==> src/rtl/core/led_strip_frame_streamer_unit_macros.svh <==
// ----------------------------------------------------------------------------
// LED strip streamer assertion macros
// Shared concurrent assertion forms, sampled on clk and held off during reset.
// ----------------------------------------------------------------------------
`ifndef LED_STRIP_FRAME_STREAMER_UNIT_MACROS_SVH
`define LED_STRIP_FRAME_STREAMER_UNIT_MACROS_SVH

// Same-cycle implication.
`define LSFS_ASSERT_NOW(lbl, ante, cons, msg) \
  lbl: assert property (@(posedge clk) disable iff (!rst_n) (ante) |-> (cons)) \
    else $error(msg);

// Next-cycle implication.
`define LSFS_ASSERT_NEXT(lbl, ante, cons, msg) \
  lbl: assert property (@(posedge clk) disable iff (!rst_n) (ante) |=> (cons)) \
    else $error(msg);

`endif

==> src/rtl/core/lsfs_pkg.sv <==
// ----------------------------------------------------------------------------
// LED strip streamer package
// Field widths, request codes and defaults shared by the streamer files.
// ----------------------------------------------------------------------------
package lsfs_pkg;

  localparam int NUM_LEDS_DEF = 160;
  localparam int REQ_W        = 2;
  localparam int IDX_W        = 8;
  localparam int COMP_W       = 7;
  localparam int WHEEL_W      = 9;
  localparam int BYTE_W       = 8;

  // Pixel index is 8 bits wide, so at most this many LEDs can ever be written.
  localparam int MAX_IDX_ROWS = 1 << IDX_W;

  typedef enum logic [REQ_W-1:0] {
    REQ_RGB   = 2'd0,
    REQ_WHEEL = 2'd1,
    REQ_SHOW  = 2'd2,
    REQ_SLOT  = 2'd3
  } req_t;

endpackage

==> src/rtl/core/lsfs_if.sv <==
// ----------------------------------------------------------------------------
// LED strip streamer channels
// Valid/ready request channel and byte result channel.
// ----------------------------------------------------------------------------
interface lsfs_in_if;
  import lsfs_pkg::*;

  logic               valid;
  logic               ready;
  logic [REQ_W-1:0]   req_type;
  logic [IDX_W-1:0]   pixel_index;
  logic [COMP_W-1:0]  red;
  logic [COMP_W-1:0]  green;
  logic [COMP_W-1:0]  blue;
  logic [WHEEL_W-1:0] wheel_pos;

  modport source (
    output valid, req_type, pixel_index, red, green, blue, wheel_pos,
    input  ready
  );
  modport sink (
    input  valid, req_type, pixel_index, red, green, blue, wheel_pos,
    output ready
  );
endinterface

interface lsfs_out_if;
  import lsfs_pkg::*;

  logic              valid;
  logic              ready;
  logic [BYTE_W-1:0] spi_byte;
  logic              frame_last;

  modport source (
    output valid, spi_byte, frame_last,
    input  ready
  );
  modport sink (
    input  valid, spi_byte, frame_last,
    output ready
  );
endinterface

==> src/rtl/core/led_strip_frame_streamer_unit.sv <==
// ----------------------------------------------------------------------------
// LED strip frame streamer
// Pixel frame buffer with RGB and color-wheel writes, streamed out byte by
// byte on transmitter slots, followed by the latch zero bytes.
// ----------------------------------------------------------------------------
//
//  channel  | role   | transfer contents
//  ---------+--------+----------------------------------------------------
//  in_ch    | sink   | req_type, pixel_index, red, green, blue, wheel_pos
//  out_ch   | source | spi_byte, frame_last (one per slot while streaming)
//
//  When a frame starts or the stream moves into a new LED row of the pixel
//  memory, request transfers are held off until the synchronous read of that
//  row has returned; the memory read port sets this.
//  Reset clears per-LED written flags in flip-flops at once: no clearing pass,
//  an LED never written reads as zero bytes.
//  A stalled output register holds its byte and holds off every request
//  transfer until the sink takes it.
//
`include "led_strip_frame_streamer_unit_macros.svh"

module led_strip_frame_streamer_unit #(
  parameter int NUM_LEDS = lsfs_pkg::NUM_LEDS_DEF
) (
  input  logic       clk,
  input  logic       rst_n,
  lsfs_in_if.sink    in_ch,
  lsfs_out_if.source out_ch
);
  import lsfs_pkg::*;

  // Only LEDs that a pixel index can reach get storage.
  localparam int ROWS       = (NUM_LEDS < MAX_IDX_ROWS) ? NUM_LEDS : MAX_IDX_ROWS;
  localparam int AW         = (ROWS > 1) ? $clog2(ROWS) : 1;
  // Latch bytes come in groups of three, so the latch is whole rows too.
  localparam int LATCH_ROWS = (NUM_LEDS + 63) / 64;
  localparam int TOTAL_ROWS = NUM_LEDS + LATCH_ROWS;
  localparam int RW         = $clog2(TOTAL_ROWS);
  localparam int ROW_DW     = 3 * COMP_W;

  localparam logic [RW-1:0]     LAST_ROW = RW'(TOTAL_ROWS - 1);
  localparam logic [RW-1:0]     MEM_ROWS = RW'(ROWS);
  localparam logic [1:0]        SUB_G    = 2'd0;
  localparam logic [1:0]        SUB_R    = 2'd1;
  localparam logic [1:0]        SUB_B    = 2'd2;
  localparam logic [COMP_W-1:0] COMP_MAX = {COMP_W{1'b1}};
  localparam logic [1:0]        BAND_RG  = 2'd0;
  localparam logic [1:0]        BAND_GB  = 2'd1;
  localparam logic [1:0]        BAND_BR  = 2'd2;

  // Pixel memory: one row per LED, packed {green, red, blue}.
  logic [ROW_DW-1:0] pix_mem [ROWS];
  logic [ROWS-1:0]   written_r;
  logic [ROW_DW-1:0] rd_data_r;
  logic              rd_written_r;

  // Stream position and control.
  logic          streaming_r, streaming_nxt;
  logic [RW-1:0] row_r, row_nxt;
  logic [1:0]    sub_r, sub_nxt;
  logic          data_ok_r, data_ok_nxt;

  // Output register.
  logic              out_valid_r;
  logic [BYTE_W-1:0] spi_byte_r;
  logic              frame_last_r;

  req_t              req;
  logic              in_fire, slot_fire, show_start, last_pos, in_mem, out_free;
  logic              wr_en;
  logic [AW-1:0]     wr_addr, rd_addr;
  logic [ROW_DW-1:0] wr_data;
  logic [COMP_W-1:0] wr_r, wr_g, wr_b, wk, wk_inv;
  logic [COMP_W-1:0] cur_comp;
  logic [BYTE_W-1:0] cur_byte;

  assign req        = req_t'(in_ch.req_type);
  assign out_free   = !out_valid_r || out_ch.ready;
  assign in_mem     = row_r < MEM_ROWS;
  // Hold requests off while the output is stalled or a fresh memory row is still being read.
  assign in_ch.ready = out_free && (!streaming_r || data_ok_r || !in_mem);
  assign in_fire    = in_ch.valid && in_ch.ready;
  assign slot_fire  = in_fire && (req == REQ_SLOT) && streaming_r;
  assign show_start = in_fire && (req == REQ_SHOW) && !streaming_r;
  assign last_pos   = (row_r == LAST_ROW) && (sub_r == SUB_B);

  // Pixel write: ignored while streaming or past the end of the strip.
  assign wr_en = in_fire && !streaming_r && ((req == REQ_RGB) || (req == REQ_WHEEL))
                 && (int'(in_ch.pixel_index) < NUM_LEDS);
  assign wr_addr = in_ch.pixel_index[AW-1:0];
  assign wk      = in_ch.wheel_pos[COMP_W-1:0];
  assign wk_inv  = COMP_MAX - wk;

  always_comb begin
    wr_r = '0;
    wr_g = '0;
    wr_b = '0;
    if (req == REQ_RGB) begin
      wr_r = in_ch.red;
      wr_g = in_ch.green;
      wr_b = in_ch.blue;
    end else begin
      case (in_ch.wheel_pos[WHEEL_W-1:COMP_W])
        BAND_RG: begin
          wr_r = wk_inv;
          wr_g = wk;
        end
        BAND_GB: begin
          wr_g = wk_inv;
          wr_b = wk;
        end
        BAND_BR: begin
          wr_b = wk_inv;
          wr_r = wk;
        end
        default: ; // past the wheel: all components off
      endcase
    end
  end

  assign wr_data = {wr_g, wr_r, wr_b};

  // Read the row under the stream pointer every cycle.
  assign rd_addr = in_mem ? row_r[AW-1:0] : '0;

  always_ff @(posedge clk) begin
    if (wr_en) begin
      pix_mem[wr_addr] <= wr_data;
    end
    rd_data_r    <= pix_mem[rd_addr];
    rd_written_r <= written_r[rd_addr];
  end

  always_ff @(posedge clk) begin
    if (!rst_n) begin
      written_r <= '0;
    end else if (wr_en) begin
      written_r[wr_addr] <= 1'b1;
    end
  end

  // Byte for the current slot; unwritten LEDs and latch rows give zero.
  always_comb begin
    case (sub_r)
      SUB_G:   cur_comp = rd_data_r[3*COMP_W-1:2*COMP_W];
      SUB_R:   cur_comp = rd_data_r[2*COMP_W-1:COMP_W];
      default: cur_comp = rd_data_r[COMP_W-1:0];
    endcase
    cur_byte = (in_mem && rd_written_r) ? {1'b1, cur_comp} : '0;
  end

  // Advance the stream pointer; drop back to idle after the last latch byte.
  always_comb begin
    streaming_nxt = streaming_r;
    row_nxt       = row_r;
    sub_nxt       = sub_r;
    data_ok_nxt   = 1'b1;
    if (show_start) begin
      streaming_nxt = 1'b1;
      row_nxt       = '0;
      sub_nxt       = SUB_G;
      data_ok_nxt   = 1'b0;
    end else if (slot_fire) begin
      if (sub_r == SUB_B) begin
        sub_nxt     = SUB_G;
        data_ok_nxt = 1'b0;
        if (last_pos) begin
          streaming_nxt = 1'b0;
          row_nxt       = '0;
        end else begin
          row_nxt = row_r + 1'b1;
        end
      end else begin
        sub_nxt = sub_r + 1'b1;
      end
    end
  end

  always_ff @(posedge clk) begin
    if (!rst_n) begin
      streaming_r <= 1'b0;
      row_r       <= '0;
      sub_r       <= SUB_G;
      data_ok_r   <= 1'b0;
      out_valid_r <= 1'b0;
    end else begin
      streaming_r <= streaming_nxt;
      row_r       <= row_nxt;
      sub_r       <= sub_nxt;
      data_ok_r   <= data_ok_nxt;
      if (slot_fire) begin
        out_valid_r <= 1'b1;
      end else if (out_ch.ready) begin
        out_valid_r <= 1'b0;
      end
    end
  end

  // Load the output payload on each slot transfer.
  always_ff @(posedge clk) begin
    if (slot_fire) begin
      spi_byte_r   <= cur_byte;
      frame_last_r <= last_pos;
    end
  end

  assign out_ch.valid      = out_valid_r;
  assign out_ch.spi_byte   = spi_byte_r;
  assign out_ch.frame_last = frame_last_r;

  `LSFS_ASSERT_NOW(a_no_write_streaming, streaming_r, !wr_en, "pixel write while streaming")
  `LSFS_ASSERT_NOW(a_row_range, 1'b1, row_r <= LAST_ROW, "stream row out of range")
  `LSFS_ASSERT_NEXT(a_last_ends, slot_fire && last_pos, !streaming_r, "stream kept after last")
  `LSFS_ASSERT_NOW(a_out_from_slot, $rose(out_valid_r), $past(slot_fire), "result without slot")

endmodule

==> src/flat_wrapper.sv <==
// flat-port wrapper written by rule: the top's interface ports become plain ports
module led_strip_frame_streamer_unit_flat import lsfs_pkg::*;
#(
  parameter int NUM_LEDS = lsfs_pkg::NUM_LEDS_DEF
)
  (clk, rst_n, in_ch_valid, in_ch_req_type, in_ch_pixel_index, in_ch_red, in_ch_green, in_ch_blue, in_ch_wheel_pos, in_ch_ready, out_ch_valid, out_ch_spi_byte, out_ch_frame_last, out_ch_ready);
  lsfs_in_if in_ch_i ();
  lsfs_out_if out_ch_i ();
  input  logic clk;
  input  logic rst_n;
  input wire logic [$bits(in_ch_i.valid)-1:0] in_ch_valid;
  input wire logic [$bits(in_ch_i.req_type)-1:0] in_ch_req_type;
  input wire logic [$bits(in_ch_i.pixel_index)-1:0] in_ch_pixel_index;
  input wire logic [$bits(in_ch_i.red)-1:0] in_ch_red;
  input wire logic [$bits(in_ch_i.green)-1:0] in_ch_green;
  input wire logic [$bits(in_ch_i.blue)-1:0] in_ch_blue;
  input wire logic [$bits(in_ch_i.wheel_pos)-1:0] in_ch_wheel_pos;
  output wire logic [$bits(in_ch_i.ready)-1:0] in_ch_ready;
  output wire logic [$bits(out_ch_i.valid)-1:0] out_ch_valid;
  output wire logic [$bits(out_ch_i.spi_byte)-1:0] out_ch_spi_byte;
  output wire logic [$bits(out_ch_i.frame_last)-1:0] out_ch_frame_last;
  input wire logic [$bits(out_ch_i.ready)-1:0] out_ch_ready;
  assign in_ch_i.valid = in_ch_valid;
  assign in_ch_i.req_type = in_ch_req_type;
  assign in_ch_i.pixel_index = in_ch_pixel_index;
  assign in_ch_i.red = in_ch_red;
  assign in_ch_i.green = in_ch_green;
  assign in_ch_i.blue = in_ch_blue;
  assign in_ch_i.wheel_pos = in_ch_wheel_pos;
  assign in_ch_ready = in_ch_i.ready;
  assign out_ch_valid = out_ch_i.valid;
  assign out_ch_spi_byte = out_ch_i.spi_byte;
  assign out_ch_frame_last = out_ch_i.frame_last;
  assign out_ch_i.ready = out_ch_ready;
  led_strip_frame_streamer_unit #(.NUM_LEDS(NUM_LEDS)) u_core (.clk(clk), .rst_n(rst_n), .in_ch(in_ch_i), .out_ch(out_ch_i));
endmodule
==> config.mk <==
export PLATFORM = sky130hd
export DESIGN_NAME = led_strip_frame_streamer_unit_flat
export DESIGN_NICKNAME = d
export VERILOG_FILES = /design/src/rtl/core/lsfs_pkg.sv /design/src/rtl/core/lsfs_if.sv /design/src/rtl/core/led_strip_frame_streamer_unit.sv /design/src/flat_wrapper.sv
export VERILOG_INCLUDE_DIRS = /design/src /design/src/rtl/core
export SDC_FILE = /design/constraint.sdc
export NUM_CORES = 2
export LEC_CHECK = 0
export BUFFER_PORTS_ARGS = -buffer_cell sky130_fd_sc_hd__buf_2
export CAP_MARGIN = 15
export CORE_UTILIZATION = 55
export CTS_CLUSTER_DIAMETER = 30
export DETAILED_ROUTE_END_ITERATION = 8
export MAX_ROUTING_LAYER = met4
export PLACE_DENSITY = 0.73
export SYNTH_ARGS = -nofsm -noshare
export SYNTH_HDL_FRONTEND = slang
export SYNTH_SLANG_ARGS = --single-unit
==> constraint.sdc <==
create_clock -name clk -period 9.11 [get_ports clk]
set_input_delay 0.4555 -clock clk [delete_from_list [all_inputs] [get_ports clk]]
set_output_delay 0.4555 -clock clk [all_outputs]
set_load 0.02 [all_outputs]
==> summary.txt <==
Worst hold path
  – Worst hold start: in_ch_wheel_pos[5]
  – Worst Hold End: u_core.pix_mem[78][19]
  – Hold Path Class: in2reg
  – Hold Path Stages: 3

Floorplan
  – Row Count: 185
  – Die Height: 508.7 µm
  – Die area: 258800 µm²
  – Num ports: 55
  – Die W: 508.7 µm
  – Starting Density: 0.5546
  – Core area: 254600 µm²

Timing
  – Final worst setup slack: 3.196 ns
  – Max-slew violations: 0
  – Setup TNS: 0 ns
  – Layout Skew: 0.1080 ns
  – Final setup viols: 0
  – Worst-Margin Slew: 1.402 ns
  – FMAX: 169.1 MHz
  – RSZ-0062 raised after global routing: no
  – Hold Vio Cnt, Final: 0
  – Period utilization: 0.6491
  – Slew Limit Headroom: 0.05822
  – Final min period: 5.914 ns

Clock tree
  – Clock tree from TritonCTS: yes
  – Root Buffer: clkbuf_16
  – H-tree depth: 6
  – Cts bufs inserted: 585
  – Post-CTS Resized: 0
  – Clock Latency Late Sink: 1.05 ns
  – Reg clk slew, reported paths: 0.05 ns
  – Clock Path Buffers: 4
  – Post-CTS Hold Buffers: 7
  – Clock sink count: 3564
  – Post-CTS Setup Inserts: 0

Route
  – Routed WL: 486.0 mm
  – Vias/cell: 7.217
  – Via count: 94730
  – DRT Pass-1 Iters: 9
  – # DRC: 2
  – Final ANT Viol Nets: 0
  – DRT iter0 DRCs: 17850
  – WL per Instance: 37.03 µm

Logic synthesis
  – Register area share after synthesis: 0.7441
  – Syn. warnings: 0
  – Cells after synthesis: 8899
  – Post-synth ARST share: 0
  – Dominant cell type by area after synthesis: edfxtp_1
  – Netlist cell types: 100
  – FF+latch count, synth: 3564
  – Synthesized area: 141200 µm²
  – Mapped Avg Cell Area: 15.87 µm²
  – Dominant cell by count in the synthesized netlist: edfxtp_1
  – Top cells by count, synth: 3369 x edfxtp_1, 645 x nand2_1, 542 x mux2i_1
  – EDFF count, synth: 3369
  – Top cells by area, synth: edfxtp_1 72%, mux2i_1 3.8%, dfxtp_1 2.8%
  – Ys flop type: edfxtp_1
  – Mapped Nets: 8945
  – Synth top area share: 0.7165

Setup path
  – CP Class: reg2reg
  – Crit path DAT: 6.73 ns
  – Worst Path Max Fanout: 75
  – WP data required: 9.92 ns
  – Reg2reg setup slack: 3.20 ns
  – Worst R2R Start: u_core.row_r[0]
  – Setup crit start kind: flop
  – CP endpoint kind: flop
  – R2R Path End: u_core.rd_data_r[11]
  – Reg2Reg Depth: 10

Outcome
  – Failing checks: DRC
  – Outcome: finished, violations left

Global routing
  – Antenna violations before repair: 39
  – Largest net degree at the start of global routing: 161
  – Total track usage: 0.3807
  – First-pass GRT wire length: 671.4 mm
  – Remaining global-route overflow: 0
  – Vias in the first global route: 90250

Pwr
  – Pwr Density: 246.3 nW/µm²
  – Leak: 54.59 nW
  – Max VDD drop: 0.2563 mV

Finish
  – Share of cells above drive strength 1: 0.1978
  – Fillers: 16600
  – P&R area growth vs syn: 17.99%
  – Layout net count: 9296

Placement
  – GPL Wtd Cong: 1.007
  – DP HPWL: 264.5 mm
  – Pre-CTS setup slack: 3.842 ns
  – PortBufs: 54

Run
  – Max cap viols: 0
==> layout make-up <==
class	count	area (µm²)	area share
Sequential cell	3564	105100	0.6307
Multi-Input combinational cell	4652	33810	0.2030
Clock buffer	673	15350	0.09216
Clock inverter	378	4452	0.02672
Tap cell	3366	4212	0.02528
Timing Repair Buffer	437	3531	0.02119
Antenna cell	46	115.1	0.0006909
Inverter	10	50.05	0.0003004
==> layer usage <==
metal | track usage | up-vias | part of all wire
li1 | - | 36590 | -
met1 | 0.4636 | 46590 | 0.33
met2 | 0.5263 | 9410 | 0.43
met3 | 0.1508 | 2146 | 0.17
met4 | 0.2453 | 0 | 0.076
met5 | - | - | 0
==> logic make-up after synthesis <==
family,synth area share
AOI/OAI and AO/OA,0.1106
xor gates and xnor gates,0.001241
adders and majority gates,0.0001772
buffers and inverters,0.02408
DFF,0.7441
muxes,0.06641
and+or+nand+nor,0.05334
==> cell usage in the layout, fill, tap and decap left out, drive strengths merged, types with 178 or more instances in the layout <==
| master | netlist | layout |
|---|---|---|
| edfxtp | 3369 | 3369 |
| clkbuf | 215 | 673 |
| nand2 | 647 | 647 |
| mux2i | 542 | 542 |
| buf | 458 | 428 |
| o21ai | 340 | 340 |
| nor2 | 327 | 327 |
| a211oi | 278 | 278 |
| a21oi | 262 | 262 |
| mux2 | 213 | 213 |
| nand3 | 212 | 212 |
| clkinv | 4 | 202 |
| dfxtp | 195 | 195 |
| o21a | 178 | 178 |
==> worst max path at each step <==
stage	startpoint	endpoint	slack, ns	cells past startpoint
after global placement	u_core.row_r[2]	u_core.rd_data_r[10]	2.58	9
after global routing	u_core.row_r[0]	u_core.rd_data_r[11]	3.44	10
after CTS	u_core.row_r[0]	u_core.rd_data_r[17]	3.77	10
after detailed placement	u_core.row_r[5]	u_core.rd_data_r[11]	3.84	10
after floorplan	in_ch_wheel_pos[7]	u_core.pix_mem[0][0]	0.15	4
final	u_core.row_r[0]	u_core.rd_data_r[11]	3.20	10
==> worst max-delay path, cell delays in order, from the launching register on <==
cell      delay, ns
dfxtp_4        0.85
buf_12         0.47
inv_8          0.40
nor2_4         0.30
buf_4          0.53
buf_12         0.48
a32o_1         0.22
a221oi_1       0.10
a311o_1        0.53
a311oi_1       1.11
o221ai_1       0.29
==> power breakdown <==
| group | total (W) | internal [W] | switching (W) |
|---|---|---|---|
| Sequential | 0.0182 | 0.0182 | 0.00000292 |
| Combinational | 0.000682 | 0.0000611 | 0.000620 |
| Clock | 0.0222 | 0.0143 | 0.00796 |
==> sequential cells by signal, indices dropped and copies added, names as in the netlist <==
name	cells
u_core.written_r	160
u_core.out_ch.spi_byte	8
u_core.streaming_r	1
u_core.out_ch.valid	1
u_core.out_ch.frame_last	1
u_core.rd_written_r	1
u_core.pix_mem	3360
u_core.sub_r	2
u_core.data_ok_r	1
u_core.row_r	8
u_core.rd_data_r	21
==> per-stage QoR <==
stage	hold WS, ns	util	std cells	area [µm²]	total power, W
6_report	0.007511	0.6544	13130	166600	0.04104
5_1_grt	0.01153	0.6542	13110	166600	0.04171
4_1_cts	0.07616	0.6535	13070	166400	0.04095
3_5_place_dp	0.4455	0.5755	12020	146500	0.01911
3_3_place_gp	0.4384	0.5749	12000	146400	0.01907
2_1_floorplan	0.4320	-	8899	141200	0.01890
Note: power is estimated with default switching activity, not from simulation.
